**src/xdkn_ram.sv**
```systemverilog
// Generic simple dual-port RAM: one write port, one registered read port.
`default_nettype none
module xdkn_ram #(
  parameter int WIDTH = 8,
  parameter int DEPTH = 16,
  localparam int AW = (DEPTH > 1) ? $clog2(DEPTH) : 1
) (
  input  wire logic             clk,
  input  wire logic             we,
  input  wire logic [AW-1:0]    waddr,
  input  wire logic [WIDTH-1:0] wdata,
  input  wire logic             re,
  input  wire logic [AW-1:0]    raddr,
  output logic      [WIDTH-1:0] rdata
);

  logic [WIDTH-1:0] mem_r [DEPTH];
  logic [WIDTH-1:0] rdata_r;

  // Write port
  always_ff @(posedge clk) begin
    if (we) begin
      mem_r[waddr] <= wdata;
    end
  end

  // Registered read port
  always_ff @(posedge clk) begin
    if (re) begin
      rdata_r <= mem_r[raddr];
    end
  end

  assign rdata = rdata_r;

endmodule
`default_nettype wire

```
**config.mk**
```make
export PLATFORM = sky130hd
export DESIGN_NAME = xdkn_ram
export DESIGN_NICKNAME = d
export VERILOG_FILES = /design/src/xdkn_ram.sv
export SDC_FILE = /design/constraint.sdc
export NUM_CORES = 1
export LEC_CHECK = 0
export BUFFER_PORTS_ARGS = -buffer_cell sky130_fd_sc_hd__buf_2
export CORE_MARGIN = 8
export CORE_UTILIZATION = 25
export CTS_CLUSTER_SIZE = 24
export DETAILED_ROUTE_END_ITERATION = 10
export SYNTH_ARGS = -nofsm -noshare
export SYNTH_HDL_FRONTEND = slang
export SYNTH_SLANG_ARGS = --single-unit
```
**constraint.sdc**
```tcl
create_clock -name clk -period 5.64 [get_ports clk]
set_input_delay 1.128 -clock clk [delete_from_list [all_inputs] [get_ports clk]]
set_output_delay 1.128 -clock clk [all_outputs]
set_load 0.01 [all_outputs]
```
Word-level counts from Yosys, hierarchy flattened
Memories as Yosys holds them, arrays and structs flattened. A register that Yosys moved wholly into a read port is not among the register bits.
Index checks and enable logic that the tools add are counted.
Cells by class
  mux-type cells: 2
Operator list (count)
  1-bit 2-to-1 mux: 2
Word-level totals
  flip-flop bits (word level): 0
  RAM bits: 128
  input bits: 19
  output and inout bits: 8
  word-level logic and storage cells: 3
  memories kept: 1
Memories
  mem_r: depth 16, bits a word 8, rd ports 1, clocked after Yosys merged registers in 1, write ports 1, RTL line 17  | logic [WIDTH-1:0] mem_r [DEPTH];

Longest topological paths before layout
  depth after elaboration: 2
  depth in mapped cells: 5
  depth with buffers taken out: 3

Worst setup path before layout
Ideal clock, no wire load.
  kind: input-to-reg
  from: input port waddr[2]
  to: memory mem_r[0][0] (enable)
  setup time: 0.383 ns
  data arrival time: 2.238 ns
  required time: 5.257 ns
  setup slack: 3.019 ns
  stages on the path: 2
  path buffers: 0
  path through: or3b_2 > nor3_1
RTL lines
  start: declaration: RTL line 10  | input wire logic [AW-1:0] waddr,
  end: declaration: RTL line 17
No word-level cell before the write port.

==> results.json <==
{
  "p_per_area_mw_per_mm2": 373,
  "drc": 0,
  "synth_top_cell_by_area": "edfxtp_1",
  "grt-ovfl-total": 0,
  "cap_violations": 0,
  "syn_to_final_growth_pct": 18.8,
  "pwr-share-comb_pct": 4.4,
  "ioPinCount": 27,
  "worst_slack_ns": 2.81,
  "slew-limit-headroom_pct": 27.7,
  "cts_hold_buffers": 0,
  "irDropWorstVdd_mv": 0.230,
  "die_y_um": 161,
  "ys_warn_count": 0,
  "nFillCells": 2007,
  "syn_area_mm2": 0.00523,
  "synth_top_area_share_pct": 78.1,
  "min_path_type": "reg -> reg",
  "status": "complete, no violations",
  "critPathMaxStageDelay_ns": 0.80,
  "p_sw_mw": 0.451,
  "post-place-ws_ns": 2.32,
  "synth_edf_count": 136,
  "vias": 2415,
  "diodes": 0,
  "yosysSeqAreaShare_pct": 78.1,
  "slew_viol_final": 0,
  "worst_ep_arrival_time_ns": 2.96,
  "r2r_slack_ns": 4.13,
  "cts_root_buf": "clkbuf_16",
  "initialDrtViolationCount": 207,
  "start_util_pct": 25.2,
  "post_cts_resize_count": 0,
  "path_class": "in -> reg",
  "async_flop_share_pct": 0,
  "yosys-top-cells-area": "edfxtp_1 (78%), mux4_2 (7.8%), mux4_1 (7.0%), a22oi_1 (2.3%), nor2_1 (0.93%)",
  "cts_max_level": 4,
  "io_buffers": 26,
  "critPathCaptureType": "flip-flop",
  "ant_nets": 0,
  "critPathSlowestCell": "buf_2",
  "clock_sinks": 136,
  "fin_skew_ns": 0.00738,
  "worst_slew_pin_slew_ns": 1.08,
  "first_global_vias": 2590,
  "yosysUniqueCellTypes": 18,
  "dr.pass1.iters": 4,
  "antenna_found_initial": 1,
  "place_hpwl_mm": 6.66,
  "internal_power_mw": 1.87,
  "fp.dieW_um": 161,
  "finalCritPeriodShare_pct": 50.1,
  "crit_required_ns": 5.77,
  "swShare_pct": 19.5,
  "setup_viol": 0,
  "timing.fmax_ghz": 0.354,
  "rsz0062_at_grt": "no",
  "grt_usage_pct": 8.46,
  "stdcell_area_mm2": 0.00621,
  "dieArea_mm2": 0.0258,
  "avgSynthCellArea_um2": 22.8,
  "cp_max_fo": 32,
  "syn-instance-count": 229,
  "rows": 53,
  "ys_ff_latch": 136,
  "layout_common_cells": "edfxtp_1 (136), buf_2 (26), mux4_2 (18)",
  "grt_max_degree": 33,
  "grt_pass1_wl_mm": 15.9,
  "hold_viol": 0,
  "path_cells": "buf_2, mux4_2, a22oi_1, nand2_1",
  "core_area_mm2": 0.0208,
  "wl_per_cell_um": 19.1,
  "avgViaCountPerCell": 4.36,
  "place_congestion": 0.684,
  "start_kind": "input pin",
  "synth_ff_type": "edfxtp_1",
  "seqPwrFrac_pct": 49.4,
  "p_leak_nw": 2.00,
  "dpl_cell_area_mm2": 0.00564,
  "synth_nets": 248,
  "path_clk_slew_ns": 0.05,
  "tns_ns": 0,
  "cts_buffer_depth": 2,
  "fin_crit_ns": 2.83,
  "drive_gt1_share_pct": 26.9,
  "numCtsBuffers": 17,
  "layout_commonest_cell": "edfxtp_1",
  "postCtsSetupRepairBufs": 0,
  "clkPwrFrac_pct": 46.2,
  "clock_latency_ns": 0.41,
  "cpLargestDelayFamily": "buffers and inverters",
  "nets": 286,
  "cts_tree": "done",
  "crit_buf_inv": 1,
  "routed_wl_mm": 10.6
}
==> per-stage QoR <==
stage / util, % / hold WS [ns] / power [mW] / std cells
after floorplan: - / 0.705 / 1.22 / 229
after global placement: 27.2 / 0.741 / 1.27 / 523
after detailed placement: 27.2 / 0.750 / 1.27 / 523
after CTS: 29.9 / 0.762 / 2.34 / 554
after global routing: 29.9 / 0.787 / 2.38 / 554
final: 29.9 / 0.760 / 2.32 / 554
==> worst min-delay path: stages, from the launching register on <==
cell and delay, ns:
edfxtp_1 0.31, mux4_2 0.23, a22oi_1 0.06, nand2_1 0.05
==> routing by layer <==
metal  track usage [%]  wire (um)  share of wire [%]  vias up
met5                 0         10              0.094        -
li1                  -          -                  -     1061
met3              3.12        774                7.3       19
met2              12.0       4640                 44       85
met4              3.61        173                1.6        2
met1              11.4       4990                 47     1248
==> cell families (layout without fill, tap and decap cells) <==
logic type | Yosys count | after routing | share of synthesized area (%)
buf+inv | 10 | 60 | 1.65
compound gates | 16 | 16 | 2.30
simple gates | 35 | 35 | 3.14
mux | 32 | 32 | 14.8
flops | 136 | 136 | 78.1
==> Yosys cell counts (2+ instances only) <==
library cell / instances
nor3_1: 4
nand3b_1: 2
nand2_1: 9
a22oi_1: 16
nor2_1: 13
buf_2: 3
edfxtp_1: 136
nand2b_1: 2
buf_6: 3
clkdlybuf4s25_2: 3
mux4_1: 14
mux4_2: 18
==> power groups by stage <==
| stage | registers, mW | clock network [mW] | logic (mW) |
|---|---|---|---|
| finish | 1.15 | 1.07 | 0.101 |
| global route | 1.15 | 1.12 | 0.110 |
| CTS | 1.15 | 1.09 | 0.103 |
| detailed placement | 1.17 | 0 | 0.103 |
| global placement | 1.17 | 0 | 0.0997 |
| floorplan | 1.17 | 0 | 0.0575 |
==> layout make-up <==
type	count	area, um^2	area share [%]
clock inverter	10	129	2.07
multi-input combinational	83	1060	17.1
tap	275	344	5.54
sequential	136	4080	65.7
clock buffer	21	440	7.09
timing repair buffer	29	153	2.46
==> path summary, 6_finish.rpt <==
check / startpoint / endpoint / cells after the start
setup / recovery: raddr[0] / rdata[6]$_DFFE_PP_ / 4
hold / removal: mem_r[14][3]$_DFFE_PP_ / rdata[3]$_DFFE_PP_ / 3
setup reg to reg: mem_r[11][6]$_DFFE_PP_ / rdata[6]$_DFFE_PP_ / 3
hold reg to reg: mem_r[14][3]$_DFFE_PP_ / rdata[3]$_DFFE_PP_ / 3
==> flip-flops by register name, indices dropped and copies added, names as in the netlist <==
signal	flops
mem_r	128
rdata	8
Power figures use the tool's default switching activity.
